--- src/bpfa_pkg.sv ---
package bpfa_pkg;

	// Sizing of the managed page space
	localparam int MAX_PAGES     = 8192;
	localparam int PAGE_BYTES    = 4096;
	localparam int WORD_BITS     = 64;
	localparam int WORD_COUNT    = (MAX_PAGES + WORD_BITS - 1) / WORD_BITS;
	localparam int OFFSET_BITS   = $clog2(PAGE_BYTES);
	localparam int PAGE_BITS     = $clog2(MAX_PAGES);
	localparam int BIT_IDX_BITS  = $clog2(WORD_BITS);
	localparam int WORD_IDX_BITS = $clog2(WORD_COUNT);
	localparam int SCAN_BITS     = WORD_IDX_BITS + 1;

	// Field widths
	localparam int ADDR_W   = 25;
	localparam int COUNT_W  = 14;
	localparam int STATUS_W = 2;

	localparam logic [COUNT_W-1:0] BLOCK_COUNT_RST = COUNT_W'(6144);
	localparam logic [COUNT_W-1:0] MANAGED_MAX     = COUNT_W'(MAX_PAGES);
	localparam logic [COUNT_W-1:0] COUNT_SAT       = {COUNT_W{1'b1}};
	localparam logic [WORD_BITS-1:0] ALL_USED      = {WORD_BITS{1'b1}};

	// Operation codes
	localparam logic FUNC_ALLOC = 1'b0;
	localparam logic FUNC_FREE  = 1'b1;

	// Result status codes
	typedef enum logic [STATUS_W-1:0] {
		ST_OK      = 2'd0,
		ST_NO_PAGE = 2'd1,
		ST_NULL    = 2'd2
	} status_t;

	// Controller states
	typedef enum logic [2:0] {
		S_IDLE,
		S_DECODE,
		S_SCAN,
		S_FREE_WR,
		S_EMIT
	} state_t;

	// Controller to datapath
	typedef struct packed {
		logic latch_in;
		logic start_scan;
		logic scan;
		logic commit;
		logic free_wr;
		logic set_fail;
		logic set_null;
		logic emit;
	} cmd_t;

	// Datapath to controller
	typedef struct packed {
		logic func;
		logic addr_zero;
		logic no_room;
		logic hit;
		logic exhausted;
		logic out_free;
	} sts_t;

endpackage

--- src/bpfa_ctrl.sv ---
module bpfa_ctrl (
	input  logic          clk,
	input  logic          arst_n,
	input  logic          in_valid,
	output logic          in_ready,
	input  bpfa_pkg::sts_t sts,
	output bpfa_pkg::cmd_t cmd
);
	import bpfa_pkg::*;

	state_t state_q, state_d;

	// State register
	always_ff @(posedge clk or negedge arst_n) begin
		if (!arst_n) begin
			state_q <= S_IDLE;
		end else begin
			state_q <= state_d;
		end
	end

	// Next state and commands
	always_comb begin
		state_d  = state_q;
		cmd      = '0;
		in_ready = 1'b0;
		unique case (state_q)
			S_IDLE: begin
				in_ready = 1'b1;
				if (in_valid) begin
					cmd.latch_in = 1'b1;
					state_d      = S_DECODE;
				end
			end
			S_DECODE: begin
				if (sts.func == FUNC_ALLOC) begin
					if (sts.no_room) begin
						cmd.set_fail = 1'b1;
						state_d      = S_EMIT;
					end else begin
						cmd.start_scan = 1'b1;
						state_d        = S_SCAN;
					end
				end else if (sts.addr_zero) begin
					cmd.set_null = 1'b1;
					state_d      = S_EMIT;
				end else begin
					// word read is issued this cycle
					state_d = S_FREE_WR;
				end
			end
			S_SCAN: begin
				cmd.scan = 1'b1;
				if (sts.hit) begin
					cmd.commit = 1'b1;
					state_d    = S_EMIT;
				end else if (sts.exhausted) begin
					cmd.set_fail = 1'b1;
					state_d      = S_EMIT;
				end
			end
			S_FREE_WR: begin
				cmd.free_wr = 1'b1;
				state_d     = S_EMIT;
			end
			S_EMIT: begin
				if (sts.out_free) begin
					cmd.emit = 1'b1;
					state_d  = S_IDLE;
				end
			end
			default: begin
				state_d = S_IDLE;
			end
		endcase
	end

endmodule

--- config.mk ---
export PLATFORM = sky130hd
export DESIGN_NAME = bpfa_ctrl
export DESIGN_NICKNAME = d
export VERILOG_FILES = /design/src/bpfa_pkg.sv /design/src/bpfa_ctrl.sv
export SDC_FILE = /design/constraint.sdc
export NUM_CORES = 1
export LEC_CHECK = 0
export ABC_AREA = 0
export BUFFER_PORTS_ARGS = -buffer_cell sky130_fd_sc_hd__buf_4
export CORE_AREA = 4 4 41 43
export CTS_BUF_LIST = sky130_fd_sc_hd__clkbuf_16
export CTS_CLUSTER_SIZE = 10
export DETAILED_ROUTE_END_ITERATION = 8
export DIE_AREA = 0 0 45 47
export GPL_TIMING_DRIVEN = 0
export SYNTH_ARGS = -nofsm -noshare
export SYNTH_HDL_FRONTEND = slang
export SYNTH_SLANG_ARGS = --single-unit
--- constraint.sdc ---
create_clock -name clk -period 1 [get_ports clk]
set_input_delay 0.1 -clock clk [delete_from_list [all_inputs] [get_ports clk]]
set_output_delay 0.1 -clock clk [all_outputs]
set_load 0.05 [all_outputs]
==> results.md, run 1 <==
- FP Rows: 13
- Post-synthesis cell count: 33
- WHS: 0.163 ns
- Die Y: 47 µm
- Setup crit start: state_q[1]$_DFFE_PN0P_
- Top sig layer: met4
- Via count: 350
- Unrepaired setup endpoints after global routing: true
- Worst path required time: 0.90 ns
- Drt pass-1 iters: 4
- Final nets: 70
- Synth warnings: 0
- Clk_lat worst skew: 0.23 ns
- Crit path max-delay family: simple AND/OR/NAND/NOR gates
- Global Route Usage Sum: 12.0%
- Outcome: finished, violations left
- Violated checks: negative setup slack
- Die area: 0.00212 mm²
- Worst-path cell chain: buf_6 > nor4bb_4 > a31oi_2 > nor2_4 > buf_6
- F_max: 698 MHz
- CP dominant cell by count: buf_6
- IO buf count: 17
- Core Footprint: 0.00130 mm²
- Initial antenna violation count: 0
- Largest register FFs: 3
- CTS sink cnt: 3
- Number of diodes: 0
- Min Clock Period, post-route: 1.43 ns
- CTS tree: done
- Final Setup Violations: 12
- Post-Syn Area per Cell: 8.46 µm²
- Pwr dens: 3150 mW/mm²
- LEAKAGE: 0.324 nW
- Share of cells above drive strength 1: 80.0%
- WP buf/inv: 2
- Post-route clock period utilization: 143%
- Post-Syn Nets: 42
- ANT nets after route: 0
- CP peak stage delay: 0.36 ns
- Biggest regs: state_q (3)
- Area grow syn2layout: 181%
- Crit. End Element: output pin
- Worst EP arrival: 1.33 ns
- Max-Cap Viols: 0
- Clock skew: 0.00389 ns
- Setup TNS: -3.32 ns
- Fin. max-slew vios: 0
- Clock slew at reported path FFs: 0.03 ns
- Critical Path Stages: 5
- Min-Delay Path Class: in2reg
- WL final: 1020 µm
- Reg2Reg Depth: 5
- Fin. Hold Viols: 0
- Gr ovfl total: 0
- Combined area of the multi-input logic cells: 308 µm²
- CP max stage cell: dfrtp_1
- VDD IR max: 1.70 mV
- Worst-Margin Slew: 0.258 ns
- Routability cong.: 0.678
- Final worst slack: -0.433 ns
- DR WL met2: 504 µm
- Rel. slew slack: 82.8%
- Routed len/inst: 13.6 µm
- Pre-CTS WS: -0.305 ns
- Largest net degree at the start of global routing: 11
- Vias in the first global route: 394
- Initial Util: 21.4%
- Num CTS Buffers: 3
- Clk Tree Root Cell: clkbuf_16
- Unique cell type count in the Yosys netlist: 22
- Initial DRC count: 2
- # DRC: 0
- Reg with most FFs: state_q
- H-tree levels: 1
- Sequential share of the synthesized area: 26.9%
- I/O pins: 18
- #FFs+latches synth: 3
- DP HPWL: 598 µm
- Drt via density: 4.67
- Cell Area, Synth: 279 µm²
- # fillers: 112
- Critical R2R Launch: state_q[0]$_DFFE_PN0P_
- Critical path destination: cmd[2]
- FF-to-FF End: state_q[2]$_DFFE_PN0P_
- Setup crit start kind: flip-flop
- Register area: 76.3 µm²
- Reg2reg setup slack: -0.21 ns
- Global-route wire length before repair: 1730 µm
- Worst-path maximum fanout: 7
- Die Wd: 45 µm
- M1 wire length: 384 µm
- Clock Path Buffers: 2
- Crit Path Category: reg2out
- DR WL met3: 103 µm
[worst min path at each step]
stage / startpoint / end / slack [ns] / cells after the start
after floorplan: arst_n / state_q[0]$_DFFE_PN0P_ / -0.20 / 0
after global placement: arst_n / state_q[0]$_DFFE_PN0P_ / -0.11 / 1
after detailed placement: arst_n / state_q[0]$_DFFE_PN0P_ / -0.11 / 1
after CTS: in_valid / state_q[0]$_DFFE_PN0P_ / 0.16 / 3
after global routing: in_valid / state_q[0]$_DFFE_PN0P_ / 0.16 / 3
final: in_valid / state_q[0]$_DFFE_PN0P_ / 0.16 / 3
[placed cells by master (no fill, tap or decap), types with 2 or more instances in the layout]
master     synthesis  final
buf_4              0     10
buf_6              1     10
buf_8              0      3
clkbuf_16          0      3
dfrtp_1            3      2
nand2_1            3      2
nand2b_4           1      2
nor2_4             0      3
nor3_4             1      4
[where the power goes]
part           switching (W)  total, W  internal [W]  leakage [nW]
Clock               0.000124  0.000641      0.000517        0.0423
Combinational       0.000851   0.00162      0.000770         0.244
Sequential         0.0000330  0.000203      0.000170        0.0380
[final cells by class]
| cell class | count | area share, % |
|---|---|---|
| plain buffers | 3 | 4.79 |
| flip-flops and latches | 3 | 9.74 |
| multi-input cells | 26 | 39.3 |
| clock inverters | 1 | 0.479 |
| clock buffers | 3 | 9.58 |
| repair buffers | 23 | 32.3 |
| inverters | 1 | 1.44 |
| well taps | 15 | 2.40 |
[worst reg2reg max path: cells and delay by family (launching register included)]
kind / cells / cell delay (ns)
flops: 1 / 0.41
compound gates: 1 / 0.10
buf+inv: 2 / 0.26
simple gates: 2 / 0.33
[per-layer routing]
metal | vias to the layer above | global-route usage, %
met4 | 0 | 8.77
met3 | 3 | 4.60
li1 | 173 | -
met2 | 22 | 17.8
met5 | - | 0
met1 | 152 | 14.1
[synthesized netlist by cell type]
cell type	count	area [µm²]
nand2_1	3	11.3
nor4b_1	1	8.76
a31oi_1	1	6.26
nand3b_1	1	7.51
buf_2	2	10.0
nor4_1	1	6.26
nand2b_1	2	12.5
nor3_4	1	16.3
nor4bb_1	1	10.0
nand2b_4	1	13.8
and2_1	1	6.26
or2_1	1	6.26
inv_1	1	3.75
mux2i_1	1	10.0
a21oi_1	1	5.00
nor2_1	4	15.0
and4bb_2	1	12.5
buf_6	1	11.3
o32ai_1	1	8.76
dfrtp_1	3	75.1
a211oi_1	1	7.51
nor3_1	3	15.0
[logic make-up after synthesis]
logic type             after synthesis  synth area share, %
buffers and inverters                4                 8.97
AO/OA/AOI/OAI                        4                 9.87
multiplexers                         1                 3.59
AND/OR/NAND/NOR                     21                 50.7
flip-flops                           3                 26.9
[metrics by stage]
| step | instance area [µm²] | cells | util, % | power [W] |
|---|---|---|---|---|
| finish | 783 | 75 | 60.2 | 0.00246 |
| CTS | 769 | 74 | 59.1 | 0.00244 |
| global route | 783 | 75 | 60.2 | 0.00256 |
| global placement | 533 | 65 | 41.0 | 0.00136 |
| floorplan | 387 | 33 | - | 0.00113 |
| detailed placement | 533 | 65 | 41.0 | 0.00136 |
[timing repair]
action                                  in CTS  in global routing
endpoints found under the setup margin      11                 12
hold buffers                                 1                  0
hold endpoints to repair                     3                  0
pin swaps                                    3                  4
setup buffers                                3                  1
gates cloned                                 1                  0
resized for setup                           19                  4
Power figures use the tool's default switching activity.
==> run 2, diff against run 1 <==
--- a/config.mk
+++ b/config.mk
@@ -9,10 +9,11 @@
 export BUFFER_PORTS_ARGS = -buffer_cell sky130_fd_sc_hd__buf_4
 export CORE_AREA = 4 4 41 43
 export CTS_BUF_LIST = sky130_fd_sc_hd__clkbuf_16
-export CTS_CLUSTER_SIZE = 10
+export CTS_CLUSTER_SIZE = 24
 export DETAILED_ROUTE_END_ITERATION = 8
 export DIE_AREA = 0 0 45 47
 export GPL_TIMING_DRIVEN = 0
 export SYNTH_ARGS = -nofsm -noshare
 export SYNTH_HDL_FRONTEND = slang
 export SYNTH_SLANG_ARGS = --single-unit
+export TNS_END_PERCENT = 5
==> run 2 against run 1 <==
The flow still finishes with violations (negative setup slack); critical path depth is the same; via count shrank 2.9%; die area unchanged; global-route usage is 1.2 points lower; clock power decreased by 3%; sequential power down 8%; critical endpoint unchanged; largest power group unchanged.
==> results.md, run 2 (synthesized netlist as in run 1, its figures left out) <==
- Reg2reg setup slack: -0.19 ns
- Total power: 0.00215 W
- Final worst slack: -0.453 ns
- F_max: 688 MHz
- Initial antenna violation count: 0
- CTS tree: done
- Reg with most FFs: state_q
- Global Route Usage Sum: 10.8%
- FP Rows: 13
- Biggest regs: state_q (3)
- Post-route clock period utilization: 145%
- Gr ovfl total: 0
- Fin. Hold Viols: 0
- CP peak stage delay: 0.36 ns
- ANT nets after route: 0
- Crit. End Element: output pin
- IO buf count: 17
- Pwr dens: 3110 mW/mm²
- Core Footprint: 0.00130 mm²
- Combined area of the multi-input logic cells: 268 µm²
- Final Cell Area: 691 µm²
- Setup TNS: -2.86 ns
- Outcome: finished, violations left
- Clock Path Buffers: 2
- Vias in the first global route: 341
- VDD IR max: 1.80 mV
- Clock slew at reported path FFs: 0.03 ns
- Crit path max-delay family: simple AND/OR/NAND/NOR gates
- Min-Delay Path Class: in2reg
- FF-to-FF End: state_q[2]$_DFFE_PN0P_
- Violated checks: negative setup slack
- DP HPWL: 577 µm
- Die Wd: 45 µm
- Initial Util: 21.4%
- Drt pass-1 iters: 3
- Global-route wire length before repair: 1490 µm
- Max-Cap Viols: 0
- I/O pins: 18
- Number of diodes: 0
- Worst path required time: 0.90 ns
- Critical R2R Launch: state_q[0]$_DFFE_PN0P_
- Largest register FFs: 3
- Die area: 0.00212 mm²
- DP Area: 508 µm²
- Worst-path cell chain: buf_6 > nor4bb_2 > a31oi_1 > nor2_4 > buf_8
- Area grow syn2layout: 148%
- # DRC: 0
- Cells on Worst Hold Path: 4
- Setup crit start kind: flip-flop
- Num CTS Buffers: 3
- Largest net degree at the start of global routing: 11
- Final nets: 69
- WP buf/inv: 2
- Min Clock Period, post-route: 1.45 ns
- # fillers: 124
- Hold path start: sts[1]
- Initial DRC count: 1
- LEAKAGE: 0.295 nW
- Rel. slew slack: 81.8%
- Hold Crit Endpoint: state_q[1]$_DFFE_PN0P_
- CTS sink cnt: 3
- Routed len/inst: 11.9 µm
- Most frequent cells in the layout: buf_6 (11), buf_4 (11), nor3_4 (4)
- Worst EP arrival: 1.35 ns
- Routability cong.: 0.692
- Crit Path Category: reg2out
- Register area: 75.1 µm²
- Worst-path maximum fanout: 10
- Fin. max-slew vios: 0
- Share of cells above drive strength 1: 72.9%
- Final Setup Violations: 11
- H-tree levels: 1
- Unrepaired setup endpoints after global routing: true
- Die Y: 47 µm
- Clk_lat worst skew: 0.22 ns
- Clk Tree Root Cell: clkbuf_16
- CP max stage cell: dfrtp_1
- Worst-Margin Slew: 0.271 ns
- Drt via density: 4.59
- Via count: 340
- WL final: 881 µm
- Clock skew: 0.00165 ns
- Reg2Reg Depth: 5
==> run 2: worst max path at each step <==
| stage | end | from | depth (start not counted) | slack [ns] |
|---|---|---|---|---|
| after floorplan | cmd[6] | state_q[1]$_DFFE_PN0P_ | 3 | -0.29 |
| after global placement | cmd[2] | state_q[0]$_DFFE_PN0P_ | 5 | -0.31 |
| after detailed placement | cmd[2] | state_q[0]$_DFFE_PN0P_ | 5 | -0.29 |
| after CTS | cmd[2] | state_q[1]$_DFFE_PN0P_ | 5 | -0.47 |
| after global routing | cmd[2] | state_q[1]$_DFFE_PN0P_ | 5 | -0.52 |
| final | cmd[2] | state_q[1]$_DFFE_PN0P_ | 5 | -0.45 |
==> run 2: routing by layer <==
layer  part of all wire, %  vias to the layer above  GRT usage, %
li1                      -                      171             -
met1                    37                      145          11.3
met2                    44                       20          15.0
met3                    15                        4          6.13
met4                   3.9                        0          10.5
met5                     0                        -             0
==> run 2: worst register-to-register path: stages, from the launching register on <==
cell and delay, ns:
dfrtp_1 0.36, buf_6 0.13, buf_6 0.12, nor3_4 0.14
o32ai_1 0.10, or2_1 0.22
==> run 2: layout make-up <==
cell class | count | share of cell area [%]
clock inverter | 1 | 0.543
clock buffer | 3 | 10.9
sequential | 3 | 10.9
tap | 15 | 2.72
buffer | 3 | 4.89
inverter | 1 | 0.543
multi-input combinational | 26 | 38.8
timing repair buffer | 22 | 30.8
==> run 2: per-stage QoR <==
stage | hold slack (ns) | worst slack [ns] | util [%] | cells
after floorplan | -0.196 | -0.292 | - | 33
after global placement | -0.110 | -0.310 | 39.0 | 65
after detailed placement | -0.110 | -0.289 | 39.0 | 65
after CTS | 0.166 | -0.473 | 52.5 | 74
after global routing | 0.198 | -0.519 | 53.1 | 74
final | 0.178 | -0.453 | 53.1 | 74
==> run 2: power by group <==
| group | total, W | internal [W] | leakage [nW] | switching [W] |
|---|---|---|---|---|
| clock | 0.000621 | 0.000515 | 0.0423 | 0.000106 |
| combinational | 0.00134 | 0.000584 | 0.214 | 0.000755 |
| sequential | 0.000187 | 0.000167 | 0.0393 | 0.0000204 |
| total | 0.00215 | 0.00127 | 0.295 | 0.000881 |
==> run 2: timing repair <==
action	4_1_cts	5_1_grt
gates resized for setup	16	2
endpoints found under the setup margin	12	12
setup buffers	4	0
pin swaps	5	1
hold buffers	1	0
hold endpoints to repair	3	0
==> run 3, diff against run 2 <==
--- a/config.mk
+++ b/config.mk
@@ -13,6 +13,8 @@
 export DETAILED_ROUTE_END_ITERATION = 8
 export DIE_AREA = 0 0 45 47
 export GPL_TIMING_DRIVEN = 0
+export HOLD_SLACK_MARGIN = 0.05
+export PLACE_DENSITY_LB_ADDON = 0.25
 export SYNTH_ARGS = -nofsm -noshare
 export SYNTH_HDL_FRONTEND = slang
 export SYNTH_SLANG_ARGS = --single-unit
==> run 3 against run 2 <==
The run still ends with negative setup slack left; final cell count increased by 2.7%; register-to-register slack about the same; utilization increased by 2.5 points; non-clock buffer count increased by 2; clock power about the same; clock skew decreased by 0.00098 ns; routed wire length decreased by 5.8%; combinational power increased by 4%; largest power group unchanged; global-route usage decreased by 1.5 points; critical path depth unchanged.
==> results.md, run 3 (synthesized netlist as in run 1, its figures left out) <==
- Outcome: finished, violations left
- Violated checks: negative setup slack
- LEAKAGE: 0.310 nW
- Worst-Margin Slew: 0.280 ns
- ANT nets after route: 0
- Drt via density: 4.45
- Global Route Usage Sum: 9.29%
- Area grow syn2layout: 159%
- Routability cong.: 0.716
- Initial antenna violation count: 0
- Met1 Resource Use GR: 11.3%
- # DRC: 0
- Min-Delay Path Class: in2reg
- Clock Path Buffers: 2
- Global-route wire length before repair: 1360 µm
- Die Wd: 45 µm
- IO buf count: 17
- DP HPWL: 611 µm
- WL final: 830 µm
- Setup crit start kind: flip-flop
- Crit. End Element: output pin
- Met3 GRT Util: 1.15%
- Biggest regs: state_q (3)
- VDD IR max: 1.21 mV
- Worst EP arrival: 1.33 ns
- Final worst slack: -0.432 ns
- Clock skew: 0.000672 ns
- Drt pass-1 iters: 3
- Gr busiest metal: met2
- Core Footprint: 0.00130 mm²
- Fin. max-slew vios: 0
- I/O pins: 18
- Min Clock Period, post-route: 1.43 ns
- Post-route clock period utilization: 143%
- Rel. slew slack: 81.2%
- Routed len/inst: 10.9 µm
- Initial DRC count: 4
- Worst-path maximum fanout: 6
- GRT met2 Usage: 13.3%
- Num CTS Buffers: 3
- Fin. Hold Viols: 0
- Inst Count DP: 65
- Setup TNS: -3.20 ns
- Gr ovfl total: 0
- Final Cell Area: 723 µm²
- Die area: 0.00212 mm²
- DP Area: 508 µm²
- Unrepaired setup endpoints after global routing: true
- Initial Util: 21.4%
- Pwr dens: 3060 mW/mm²
- Total power: 0.00222 W
- Via count: 338
- Crit Path Category: reg2out
- Clock slew at reported path FFs: 0.03 ns
- Share of cells above drive strength 1: 75.4%
- Finished Core Util: 55.6%
- Final nets: 71
- CTS sink cnt: 3
- Largest net degree at the start of global routing: 11
- Most frequent cells in the layout: buf_4 (13), buf_6 (9), nor3_4 (4)
- Clk_lat worst skew: 0.22 ns
- Reg with most FFs: state_q
- Layout Cells excl Fill: 76
- Die Y: 47 µm
- Commonest non-fill, non-tap cell in the layout: buf_4
- Max-Cap Viols: 0
- Final Setup Violations: 12
- FP Rows: 13
- Vias in the first global route: 350
- H-tree levels: 1
- Largest register FFs: 3
- CTS tree: done
- Worst path required time: 0.90 ns
- Number of diodes: 0
- F_max: 698 MHz
- Clk Tree Root Cell: clkbuf_16
[run 3: cell types whose count changed in the layout (fill, tap and decap cells not counted)]
| cell | before | now |
|---|---|---|
| buf_4 | 11 | 13 |
| buf_6 | 11 | 9 |
| a211oi_1 | 1 | 0 |
| a211oi_2 | 0 | 1 |
| buf_12 | 0 | 1 |
| buf_8 | 2 | 3 |
[run 3: repair_timing]
item	4_1_cts	5_1_grt
setup buffers	3	3
pin swaps	7	3
hold buffers	1	0
hold endpoints to repair	3	0
resized for setup	14	5
setup endpoints to repair	12	12
[run 3: per-layer routing]
metal | vias up | wire length [µm]
li1 | 176 | -
met1 | 152 | 371
met2 | 10 | 426
met3 | 0 | 33
met4 | 0 | 0
met5 | - | 0
[run 3: per-stage QoR]
stage / hold WS (ns) / setup slack (ns)
2_1_floorplan: -0.196 / -0.292
3_3_place_gp: -0.109 / -0.283
3_5_place_dp: -0.110 / -0.265
4_1_cts: 0.173 / -0.442
5_1_grt: 0.197 / -0.489
6_report: 0.171 / -0.432
[run 3: power breakdown]
group,total [W],internal [W],switching [W],leakage (nW)
clock,0.000621,0.000515,0.000106,0.0423
sequential,0.000193,0.000167,0.0000260,0.0393
combinational,0.00140,0.000641,0.000761,0.228
total,0.00222,0.00132,0.000893,0.310
[run 3: path summary, 6_finish.rpt]
| check | start | end | slack (ns) | cells past startpoint |
|---|---|---|---|---|
| max | state_q[0]$_DFFE_PN0P_ | cmd[2] | -0.43 | 5 |
| min | sts[1] | state_q[1]$_DFFE_PN0P_ | 0.17 | 4 |
| max reg2reg | state_q[0]$_DFFE_PN0P_ | state_q[2]$_DFFE_PN0P_ | -0.18 | 5 |
| min reg2reg | state_q[2]$_DFFE_PN0P_ | state_q[1]$_DFFE_PN0P_ | 0.63 | 2 |
| max in group asynchronous | arst_n | state_q[0]$_DFFE_PN0P_ | 0.69 | 2 |
| min in group asynchronous | arst_n | state_q[2]$_DFFE_PN0P_ | 0.21 | 2 |
[run 3: layout make-up]
type / instances / area, µm²
Fill cell: 121 / 578
Clock buffer: 3 / 75.1
Timing Repair Buffer: 24 / 236
Tap cell: 15 / 18.8
Buffer: 3 / 37.5
Sequential cell: 3 / 75.1
Clock inverter: 1 / 3.75
Inverter: 1 / 3.75
Multi-Input combinational cell: 26 / 273
[run 3: worst max-delay path, stage by stage (launching register included)]
cell and delay, ns:
dfrtp_1 0.37, buf_8 0.13, nor4bb_2 0.16, a31oi_1 0.25, nor2_4 0.05, buf_8 0.15
